`config.mk`:
```
export PLATFORM = sky130hd
export DESIGN_NAME = three_wire_rtc_serial_master_unit
export DESIGN_NICKNAME = d
export VERILOG_FILES = /design/src/design/rtc3_pkg.sv /design/src/design/rtc3_front.sv /design/src/design/rtc3_back.sv /design/src/design/three_wire_rtc_serial_master_unit.sv
export SDC_FILE = /design/constraint.sdc
export NUM_CORES = 1
export LEC_CHECK = 0
export BUFFER_PORTS_ARGS = -buffer_cell sky130_fd_sc_hd__buf_2
export CORE_MARGIN = 3
export CORE_UTILIZATION = 55
export DETAILED_ROUTE_END_ITERATION = 7
export GPL_TIMING_DRIVEN = 0
export PLACE_DENSITY_LB_ADDON = 0.15
export SLEW_MARGIN = 20
export SYNTH_ARGS = -nofsm -noshare
export SYNTH_HDL_FRONTEND = slang
export SYNTH_SLANG_ARGS = --single-unit
```
`constraint.sdc`:
```
create_clock -name clock -period 5.85 [get_ports clock]
set_clock_uncertainty 0.05 [all_clocks]
set_input_delay 0.2925 -clock clock [delete_from_list [all_inputs] [get_ports clock]]
set_output_delay 0.2925 -clock clock [all_outputs]
set_load 0.02 [all_outputs]
```
`src/design/rtc3_pkg.sv`:
```
// Shared types and constants for the three-wire serial clock-chip master.
package rtc3_pkg;

   localparam int BURST_BYTES_DEFAULT = 8;
   localparam int BYTE_CNT_W          = 5;
   localparam int BUF_DEPTH           = 8;
   localparam int BUF_IDX_W           = $clog2(BUF_DEPTH);
   localparam int QUEUE_DEPTH         = 2;
   localparam int QUEUE_PTR_W         = $clog2(QUEUE_DEPTH);
   localparam int QUEUE_CNT_W         = $clog2(QUEUE_DEPTH + 1);

   // operation codes; request kinds reuse the start codes
   localparam logic [2:0] OP_TICK   = 3'd0;
   localparam logic [2:0] OP_WRITE  = 3'd1;
   localparam logic [2:0] OP_READ   = 3'd2;
   localparam logic [2:0] OP_BREAD  = 3'd3;
   localparam logic [2:0] OP_BWRITE = 3'd4;
   localparam logic [2:0] OP_LOAD   = 3'd5;

   localparam logic [7:0] CMD_BURST_READ  = 8'hBF;
   localparam logic [7:0] CMD_BURST_WRITE = 8'hBE;
   localparam logic [7:0] CMD_WPROT       = 8'h8E;
   localparam logic [7:0] WPROT_SET       = 8'h80;
   localparam logic [7:0] WPROT_CLEAR     = 8'h00;

   typedef enum logic [2:0] {
      PH_IDLE,
      PH_BEGIN,
      PH_CMD,
      PH_WDATA,
      PH_RDATA,
      PH_END
   } phase_type;

   typedef enum logic [1:0] {
      KIND_TICK,
      KIND_START,
      KIND_LOAD,
      KIND_NOP
   } item_kind_type;

   typedef struct packed {
      logic [2:0] operation;
      logic [7:0] address;
      logic [7:0] write_data;
      logic [2:0] byte_index;
      logic       sda_in;
   } req_payload_type;

   typedef struct packed {
      logic       sck;
      logic       sda_out;
      logic       sda_drive;
      logic       rst_pin;
      logic [7:0] read_data;
      logic [2:0] read_index;
      logic       read_valid;
      logic       busy_res;
      logic       done_res;
   } rsp_payload_type;

   typedef struct packed {
      item_kind_type kind;
      logic [2:0]    req_kind;
      logic [7:0]    address;
      logic [7:0]    write_data;
      logic [2:0]    byte_index;
      logic          sda_in;
   } queue_item_type;

endpackage

```
`src/design/rtc3_front.sv`:
```
// Input side: decodes each transaction and holds it in a short queue for the sequencer.
module rtc3_front import rtc3_pkg::*; (
   input  logic            clock,
   input  logic            reset,
   input  logic            req_valid,
   output logic            req_ready,
   input  req_payload_type req_data,
   output logic            q_valid,
   input  logic            q_pop,
   output queue_item_type  q_item
);

   queue_item_type             q_ff [QUEUE_DEPTH];
   logic [QUEUE_PTR_W-1:0]     wr_ptr_ff, wr_ptr_in;
   logic [QUEUE_PTR_W-1:0]     rd_ptr_ff, rd_ptr_in;
   logic [QUEUE_CNT_W-1:0]     count_ff, count_in;
   queue_item_type             item_dec;
   logic                       push;

   always_comb begin
      item_dec.req_kind   = req_data.operation;
      item_dec.address    = req_data.address;
      item_dec.write_data = req_data.write_data;
      item_dec.byte_index = req_data.byte_index;
      item_dec.sda_in     = req_data.sda_in;
      case (req_data.operation)
         OP_TICK:                                item_dec.kind = KIND_TICK;
         OP_WRITE, OP_READ, OP_BREAD, OP_BWRITE: item_dec.kind = KIND_START;
         OP_LOAD:                                item_dec.kind = KIND_LOAD;
         default:                                item_dec.kind = KIND_NOP;
      endcase
   end

   assign req_ready = (count_ff != QUEUE_CNT_W'(QUEUE_DEPTH));
   assign push      = req_valid && req_ready;
   assign q_valid   = (count_ff != '0);
   assign q_item    = q_ff[rd_ptr_ff];

   always_comb begin
      wr_ptr_in = push  ? wr_ptr_ff + 1'b1 : wr_ptr_ff;
      rd_ptr_in = q_pop ? rd_ptr_ff + 1'b1 : rd_ptr_ff;
      case ({push, q_pop})
         2'b10:   count_in = count_ff + 1'b1;
         2'b01:   count_in = count_ff - 1'b1;
         default: count_in = count_ff;
      endcase
   end

   always_ff @(posedge clock) begin
      if (reset) begin
         wr_ptr_ff <= '0;
         rd_ptr_ff <= '0;
         count_ff  <= '0;
      end else begin
         wr_ptr_ff <= wr_ptr_in;
         rd_ptr_ff <= rd_ptr_in;
         count_ff  <= count_in;
      end
   end

   always_ff @(posedge clock) begin
      if (push) begin
         q_ff[wr_ptr_ff] <= item_dec;
      end
   end

endmodule

```
`src/design/rtc3_back.sv`:
```
// Pin sequencer: steps the frame one half bit per tick and registers each result.
module rtc3_back import rtc3_pkg::*; #(
   parameter int BURST_BYTES = BURST_BYTES_DEFAULT
) (
   input  logic            clock,
   input  logic            reset,
   input  logic            q_valid,
   output logic            q_pop,
   input  queue_item_type  q_item,
   output logic            rsp_valid,
   input  logic            rsp_ready,
   output rsp_payload_type rsp_data
);

   phase_type              phase_ff, phase_in;
   logic [7:0]             shift_ff, shift_in;
   logic [2:0]             bit_ff, bit_in;
   logic                   half_ff, half_in;
   logic [BYTE_CNT_W-1:0]  bcnt_ff, bcnt_in;
   logic [1:0]             frame_ff, frame_in;
   logic [2:0]             kind_ff, kind_in;
   logic [7:0]             addr_ff, addr_in;
   logic [7:0]             data_ff, data_in;
   logic                   sck_ff, sck_in;
   logic                   sda_ff, sda_in_r;
   logic                   drive_ff, drive_in;
   logic                   rst_ff, rst_in;
   logic [7:0]             buf_ff [BUF_DEPTH];
   logic                   rsp_valid_ff, rsp_valid_in;
   rsp_payload_type        rsp_ff, rsp_in;

   logic                   tick_go, byte_end, more_w, more_r, is_read, more_frames;
   logic [BYTE_CNT_W:0]    bcnt_next;
   logic [BUF_IDX_W-1:0]   buf_raddr, buf_waddr;
   logic [7:0]             buf_rdata, buf_wdata, cmd_byte;
   logic                   buf_we;
   logic                   rv, dn;
   logic [7:0]             rd;
   logic [2:0]             ri;

   assign q_pop   = q_valid && (!rsp_valid_ff || rsp_ready);
   assign tick_go = q_pop && (q_item.kind == KIND_TICK) && (phase_ff != PH_IDLE);

   assign bcnt_next   = {1'b0, bcnt_ff} + 1'b1;
   assign byte_end    = half_ff && (bit_ff == 3'd7);
   assign is_read     = (kind_ff == OP_READ) || (kind_ff == OP_BREAD);
   assign more_w      = (kind_ff == OP_BWRITE) && (frame_ff == 2'd1)
                        && (bcnt_next < (BYTE_CNT_W+1)'(BURST_BYTES));
   assign more_r      = (kind_ff == OP_BREAD)
                        && (bcnt_next < (BYTE_CNT_W+1)'(BURST_BYTES));
   assign more_frames = (kind_ff == OP_BWRITE) && (frame_ff < 2'd2);

   // slot 0 feeds the first burst byte, later bytes come from the next slot
   assign buf_raddr = (phase_ff == PH_CMD) ? '0 : BUF_IDX_W'(bcnt_next);
   assign buf_rdata = buf_ff[buf_raddr];

   always_comb begin
      if (kind_ff == OP_BREAD) begin
         cmd_byte = CMD_BURST_READ;
      end else if (kind_ff == OP_BWRITE) begin
         cmd_byte = (frame_ff == 2'd1) ? CMD_BURST_WRITE : CMD_WPROT;
      end else begin
         cmd_byte = addr_ff;
      end
   end

   // next frame phase
   always_comb begin
      phase_in = phase_ff;
      if (q_pop) begin
         case (q_item.kind)
            KIND_START: begin
               if (phase_ff == PH_IDLE) phase_in = PH_BEGIN;
            end
            KIND_TICK: begin
               case (phase_ff)
                  PH_IDLE:  phase_in = PH_IDLE;
                  PH_BEGIN: if (bit_ff == 3'd2) phase_in = PH_CMD;
                  PH_CMD:   if (byte_end) phase_in = is_read ? PH_RDATA : PH_WDATA;
                  PH_WDATA: if (byte_end && !more_w) phase_in = PH_END;
                  PH_RDATA: if (byte_end && !more_r) phase_in = PH_END;
                  PH_END: begin
                     if (bit_ff == 3'd4) phase_in = more_frames ? PH_BEGIN : PH_IDLE;
                  end
                  default:  phase_in = PH_IDLE;
               endcase
            end
            default: phase_in = phase_ff;
         endcase
      end
   end

   // datapath, pins and result
   always_comb begin
      shift_in  = shift_ff;
      bit_in    = bit_ff;
      half_in   = half_ff;
      bcnt_in   = bcnt_ff;
      frame_in  = frame_ff;
      kind_in   = kind_ff;
      addr_in   = addr_ff;
      data_in   = data_ff;
      sck_in    = sck_ff;
      sda_in_r  = sda_ff;
      drive_in  = drive_ff;
      rst_in    = rst_ff;
      buf_we    = 1'b0;
      buf_waddr = q_item.byte_index;
      buf_wdata = q_item.write_data;
      rv        = 1'b0;
      dn        = 1'b0;
      rd        = '0;
      ri        = '0;

      if (q_pop && (q_item.kind == KIND_START) && (phase_ff == PH_IDLE)) begin
         kind_in  = q_item.req_kind;
         addr_in  = q_item.address;
         data_in  = q_item.write_data;
         frame_in = '0;
         bcnt_in  = '0;
         bit_in   = '0;
         half_in  = 1'b0;
         shift_in = '0;
      end

      if (q_pop && (q_item.kind == KIND_LOAD)) begin
         buf_we = 1'b1;
      end

      if (tick_go) begin
         case (phase_ff)
            PH_BEGIN: begin
               case (bit_ff)
                  3'd0:    rst_in = 1'b0;
                  3'd1:    sck_in = 1'b0;
                  default: rst_in = 1'b1;
               endcase
               if (bit_ff < 3'd2) begin
                  bit_in = bit_ff + 1'b1;
               end else begin
                  bit_in   = '0;
                  half_in  = 1'b0;
                  shift_in = cmd_byte;
               end
            end
            PH_CMD, PH_WDATA: begin
               if (!half_ff) begin
                  sck_in   = 1'b0;
                  drive_in = 1'b1;
                  sda_in_r = shift_ff[0];
                  shift_in = {1'b0, shift_ff[7:1]};
                  half_in  = 1'b1;
               end else begin
                  sck_in  = 1'b1;
                  half_in = 1'b0;
                  if (bit_ff != 3'd7) begin
                     bit_in = bit_ff + 1'b1;
                  end else begin
                     bit_in = '0;
                     if (phase_ff == PH_CMD) begin
                        bcnt_in = '0;
                        if (is_read) begin
                           shift_in = '0;
                        end else if (kind_ff == OP_WRITE) begin
                           shift_in = data_ff;
                        end else if (frame_ff == 2'd0) begin
                           shift_in = WPROT_CLEAR;
                        end else if (frame_ff == 2'd2) begin
                           shift_in = WPROT_SET;
                        end else begin
                           shift_in = buf_rdata;
                        end
                     end else if (more_w) begin
                        bcnt_in  = bcnt_next[BYTE_CNT_W-1:0];
                        shift_in = buf_rdata;
                     end
                  end
               end
            end
            PH_RDATA: begin
               if (!half_ff) begin
                  sck_in   = 1'b0;
                  drive_in = 1'b0;
                  shift_in = {q_item.sda_in, shift_ff[7:1]};
                  half_in  = 1'b1;
               end else begin
                  sck_in  = 1'b1;
                  half_in = 1'b0;
                  if (bit_ff != 3'd7) begin
                     bit_in = bit_ff + 1'b1;
                  end else begin
                     bit_in = '0;
                     rv     = 1'b1;
                     rd     = shift_ff;
                     if (kind_ff == OP_BREAD) begin
                        ri        = 3'(bcnt_ff[BUF_IDX_W-1:0]);
                        buf_we    = 1'b1;
                        buf_waddr = bcnt_ff[BUF_IDX_W-1:0];
                        buf_wdata = shift_ff;
                        if (more_r) begin
                           bcnt_in  = bcnt_next[BYTE_CNT_W-1:0];
                           shift_in = '0;
                        end
                     end
                  end
               end
            end
            PH_END: begin
               case (bit_ff)
                  3'd0: rst_in = 1'b0;
                  3'd1: sck_in = 1'b0;
                  3'd2: sck_in = 1'b1;
                  3'd3: begin
                     sda_in_r = 1'b0;
                     drive_in = 1'b1;
                  end
                  default: sda_in_r = 1'b1;
               endcase
               if (bit_ff < 3'd4) begin
                  bit_in = bit_ff + 1'b1;
               end else begin
                  bit_in = '0;
                  if (more_frames) begin
                     frame_in = frame_ff + 1'b1;
                  end else begin
                     dn = 1'b1;
                  end
               end
            end
            default: ;
         endcase
      end

      rsp_in.sck        = sck_in;
      rsp_in.sda_out    = sda_in_r;
      rsp_in.sda_drive  = drive_in;
      rsp_in.rst_pin    = rst_in;
      rsp_in.read_data  = rd;
      rsp_in.read_index = ri;
      rsp_in.read_valid = rv;
      rsp_in.busy_res   = (phase_in != PH_IDLE);
      rsp_in.done_res   = dn;

      if (q_pop) begin
         rsp_valid_in = 1'b1;
      end else if (rsp_ready) begin
         rsp_valid_in = 1'b0;
      end else begin
         rsp_valid_in = rsp_valid_ff;
      end
   end

   always_ff @(posedge clock) begin
      if (reset) begin
         phase_ff     <= PH_IDLE;
         shift_ff     <= '0;
         bit_ff       <= '0;
         half_ff      <= 1'b0;
         bcnt_ff      <= '0;
         frame_ff     <= '0;
         kind_ff      <= '0;
         addr_ff      <= '0;
         data_ff      <= '0;
         sck_ff       <= 1'b0;
         sda_ff       <= 1'b0;
         drive_ff     <= 1'b0;
         rst_ff       <= 1'b0;
         rsp_valid_ff <= 1'b0;
      end else begin
         if (q_pop) begin
            phase_ff <= phase_in;
            shift_ff <= shift_in;
            bit_ff   <= bit_in;
            half_ff  <= half_in;
            bcnt_ff  <= bcnt_in;
            frame_ff <= frame_in;
            kind_ff  <= kind_in;
            addr_ff  <= addr_in;
            data_ff  <= data_in;
            sck_ff   <= sck_in;
            sda_ff   <= sda_in_r;
            drive_ff <= drive_in;
            rst_ff   <= rst_in;
         end
         rsp_valid_ff <= rsp_valid_in;
      end
   end

   always_ff @(posedge clock) begin
      if (q_pop) begin
         rsp_ff <= rsp_in;
      end
      if (buf_we) begin
         buf_ff[buf_waddr] <= buf_wdata;
      end
   end

   assign rsp_valid = rsp_valid_ff;
   assign rsp_data  = rsp_ff;

endmodule

```
`src/design/three_wire_rtc_serial_master_unit.sv`:
```
// Top level of the three-wire serial clock-chip master.
// Each transaction on req_ (a tick, a request, or a burst buffer load) yields exactly one
// transaction on rsp_ carrying the pin levels after that step plus any completed read byte.
// Transactions enter a two-entry queue, and the sequencer retires one per clock unless
// rsp_ready stalls a full result register, so the sustained rate is one transaction per
// cycle; an accepted request passes the queue entry and then the result register before
// rsp_valid rises. The sequencer step is combinational logic on the frame state.
// rsp_ready stalls only the back end, and the queue keeps taking new transactions until
// both entries are full; a full queue holds req_ready low until the count register shows
// a freed slot. BURST_BYTES (1 to 8, the burst buffer depth) sets the burst length.
module three_wire_rtc_serial_master_unit import rtc3_pkg::*; #(
   parameter int BURST_BYTES = BURST_BYTES_DEFAULT
) (
   input  logic            clock,
   input  logic            reset,
   input  logic            req_valid,
   output logic            req_ready,
   input  req_payload_type req_data,
   output logic            rsp_valid,
   input  logic            rsp_ready,
   output rsp_payload_type rsp_data
);

   logic           q_valid;
   logic           q_pop;
   queue_item_type q_item;

   rtc3_front u_front (
      .clock     (clock),
      .reset     (reset),
      .req_valid (req_valid),
      .req_ready (req_ready),
      .req_data  (req_data),
      .q_valid   (q_valid),
      .q_pop     (q_pop),
      .q_item    (q_item)
   );

   rtc3_back #(
      .BURST_BYTES (BURST_BYTES)
   ) u_back (
      .clock     (clock),
      .reset     (reset),
      .q_valid   (q_valid),
      .q_pop     (q_pop),
      .q_item    (q_item),
      .rsp_valid (rsp_valid),
      .rsp_ready (rsp_ready),
      .rsp_data  (rsp_data)
   );

   // a finished request is never also reporting a read byte
   a_done_no_read: assert property (@(posedge clock) disable iff (reset)
      rsp_valid |-> !(rsp_data.done_res && rsp_data.read_valid))
      else $error("done and read byte in the same result");

   // finishing a request leaves the sequencer idle
   a_done_idle: assert property (@(posedge clock) disable iff (reset)
      (rsp_valid && rsp_data.done_res) |-> !rsp_data.busy_res)
      else $error("busy still set on completion");

   // a read byte completes on a clock-high step with the data line released
   a_read_pins: assert property (@(posedge clock) disable iff (reset)
      (rsp_valid && rsp_data.read_valid) |-> (rsp_data.sck && !rsp_data.sda_drive))
      else $error("read byte completed with wrong pin state");

   // nothing is reported while no transaction was queued for the sequencer
   a_no_phantom: assert property (@(posedge clock) disable iff (reset)
      (!rsp_valid && !q_valid) |=> !rsp_valid)
      else $error("result produced without a queued transaction");

endmodule
```
==> results.json <==
{
  "syn_area_sq_um": 8772,
  "dpl.hpwl_mm": 16.98,
  "syn_inst": 797,
  "reg2reg_to": "u_back.buf_ff[3][6]",
  "leakage_nw": 3.384,
  "initial_core_util_pct": 56.86,
  "min_path_type": "in -> reg",
  "dp.cells": 1055,
  "die_y_microns": 132.3,
  "clock_latency_ns": 0.44,
  "multi_input_area_sq_um": 3495,
  "synth_seq_cells": 183,
  "final_nets": 922,
  "slew_violations": 0,
  "io_pins": 47,
  "r2r_slack_ns": 1.87,
  "core_area_sq_um": 15430,
  "synthArstFlopShare_pct": 0,
  "num_rows": 45,
  "peakVddDrop_mv": 0.2333,
  "worstPathMaxFanout": 10,
  "cp-end-kind": "flop",
  "vias_per_cell": 6.333,
  "place_area_sq_um": 9288,
  "io_buffer_count": 46,
  "layout_commonest_cell": "edfxtp_1",
  "fin_crit_ns": 3.977,
  "timing_worst_setup_path_type": "reg -> reg",
  "htreeDepth": 4,
  "antenna_cells": 0,
  "routed_wl_mm": 24.32,
  "drc": 0,
  "cts_resized": 0,
  "grt_setup_unrepaired": "false",
  "synth-edff-count": 132,
  "clock-sinks": 183,
  "syn_area_per_cell_sq_um": 11.01,
  "clkTransAtPathRegs_ns": 0.07,
  "grt_max_degree": 26,
  "whs_endpoint": "u_front.q_ff[1][21]",
  "dr.pass1.iters": 6,
  "regArea_sq_um": 4985,
  "gp_congestion": 0.9516,
  "grt_pass1_wl_mm": 37.85,
  "antenna_found_initial": 0,
  "cp-start-kind": "flop",
  "whs_path_depth": 1,
  "cts.hold.buffers_added": 20,
  "synthTopCellsByArea": "edfxtp_1, dfxtp_1, o21ai_0",
  "synth_cell_types": 72,
  "synthesis.nets": 836,
  "die_w_microns": 132.3,
  "min-delay-start": "req_data[21]",
  "ys.flop_type": "edfxtp_1",
  "cts_made_buffers": 17,
  "crit_required_ns": 5.86,
  "clock-root-buffer": "clkbuf_16",
  "drt_iter0_drc": 919,
  "critPathArrivalTime_ns": 3.99,
  "cts_tree": "built",
  "fin_area_sq_um": 10090,
  "synth_top_area_share_pct": 45.19,
  "ant_nets": 0,
  "dieArea_sq_um": 17500,
  "yosysTopAreaCell": "edfxtp_1",
  "relSlewSlack_pct": 31.34,
  "period_share_pct": 67.99,
  "pwr_density_cell_nw_per_um2": 365.4,
  "totalNegativeSetupSlack_ns": 0,
  "final_cells": 1107,
  "finalHoldViolCount": 0,
  "setup_viol": 0,
  "vias": 7011,
  "maxCapViolations": 0,
  "overflow": 0,
  "post_cts_buffers": 0,
  "r2r_start": "u_back.bit_ff[1]",
  "total_power_mw": 3.689,
  "cts_max_path_buffers": 2,
  "yosysWarnings": 0,
  "fmax_mhz": 251.4,
  "worst_pin_slew_ns": 1.021,
  "yosysSeqAreaShare_pct": 56.82,
  "grt_usage_pct": 28.24,
  "outcome": "finished clean",
  "post_drt_wl_per_cell_microns": 21.97,
  "layout_common_cells": "edfxtp_1, nor2_1, o21ai_0",
  "drive_gt1_share_pct": 14.06,
  "ff2ff_path_depth": 10,
  "first_global_vias": 6797,
  "fill_cells": 1216,
  "area_growth_pct": 15.06
}
-- synthesized netlist by cell type (8+ instances only) --
master and number:
edfxtp_1 132, nor2_1 80, o21ai_0 61, nand2_1 59, dfxtp_1 51, a21oi_1 44, a211oi_1 30, clkbuf_1 30
mux2i_1 30, nor3_1 21, inv_1 16, nand2b_1 15, nand3_1 14, mux2_2 13, nor2b_1 13, ha_1 12
and2_1 11, buf_2 9, nor4_1 9, o221ai_1 8
-- sequential cells by signal, summed over array words and instances (netlist names), 5 cells and up, named ones only --
name / cells
u_back.bcnt_ff: 5
u_back.shift_ff: 8
u_back.rsp_data: 18
u_back.buf_ff: 64
u_back.data_ff: 8
u_back.addr_ff: 8
u_front.q_ff: 50
-- stage by stage --
stage | setup slack [ns] | hold WS, ns | util [%]
finish | 1.873 | 0.01920 | 65.43
floorplan | 3.053 | 0.3414 | -
CTS | 2.023 | 0.008082 | 65.42
detailed placement | 2.057 | 0.4234 | 60.20
global placement | 2.082 | 0.4095 | 60.06
global route | 1.606 | 0.01111 | 65.43
-- how the worst max path moves through the flow --
stage | slack (ns) | start | endpoint
global route | 1.61 | u_back.bit_ff[1] | u_back.buf_ff[3][6]
global placement | 2.08 | u_back.bit_ff[1] | u_back.buf_ff[6][2]
floorplan | 3.05 | u_back.bit_ff[1] | u_back.buf_ff[3][0]
detailed placement | 2.06 | u_back.bit_ff[1] | u_back.buf_ff[3][1]
finish | 1.87 | u_back.bit_ff[1] | u_back.buf_ff[3][6]
CTS | 2.02 | u_back.bit_ff[1] | u_back.buf_ff[3][6]
-- kinds of logic (layout without fill, tap and decap cells) --
kind of cell,after synthesis,count (layout),share of synthesized area [%]
AO/OA/AOI/OAI,227,227,17.22
XOR/XNOR,7,7,0.6989
adder cells (fa/ha/maj),12,12,1.712
buffers and inverters,66,165,3.466
flip-flops,183,183,56.82
multiplexers,45,45,5.520
AND/OR/NAND/NOR,257,257,14.56
-- layer usage --
metal | GRT usage (%) | part of all wire [%]
met1 | 38.57 | 41
met2 | 43.24 | 45
met3 | 7.252 | 10
met4 | 11.95 | 3.3
met5 | 0 | 0
-- report_power, final --
part	internal, mW	switching (mW)
Combinational	0.271	0.575
Clock	0.614	0.552
Sequential	1.61	0.0640
-- final cells by class --
class                   instances  area share [%]
repair buffers                 67           4.376
flip-flops and latches        183           49.39
inverters                      16          0.5950
plain buffers                  50           2.417
multi-input cells             548           34.62
clock buffers                  17           4.215
well taps                     211           2.616
clock inverters                15           1.773
-- worst max-delay path: stages, from the launching register on --
cell      delay (ns)
dfxtp_1         0.49
ha_1            0.28
ha_1            0.16
clkbuf_1        0.49
and2_1          0.21
clkbuf_1        0.23
nand2_1         0.24
nor3_1          0.27
and2_1          0.23
a21oi_1         0.13
nor2_1          0.82
Power figures use the tool's default switching activity.
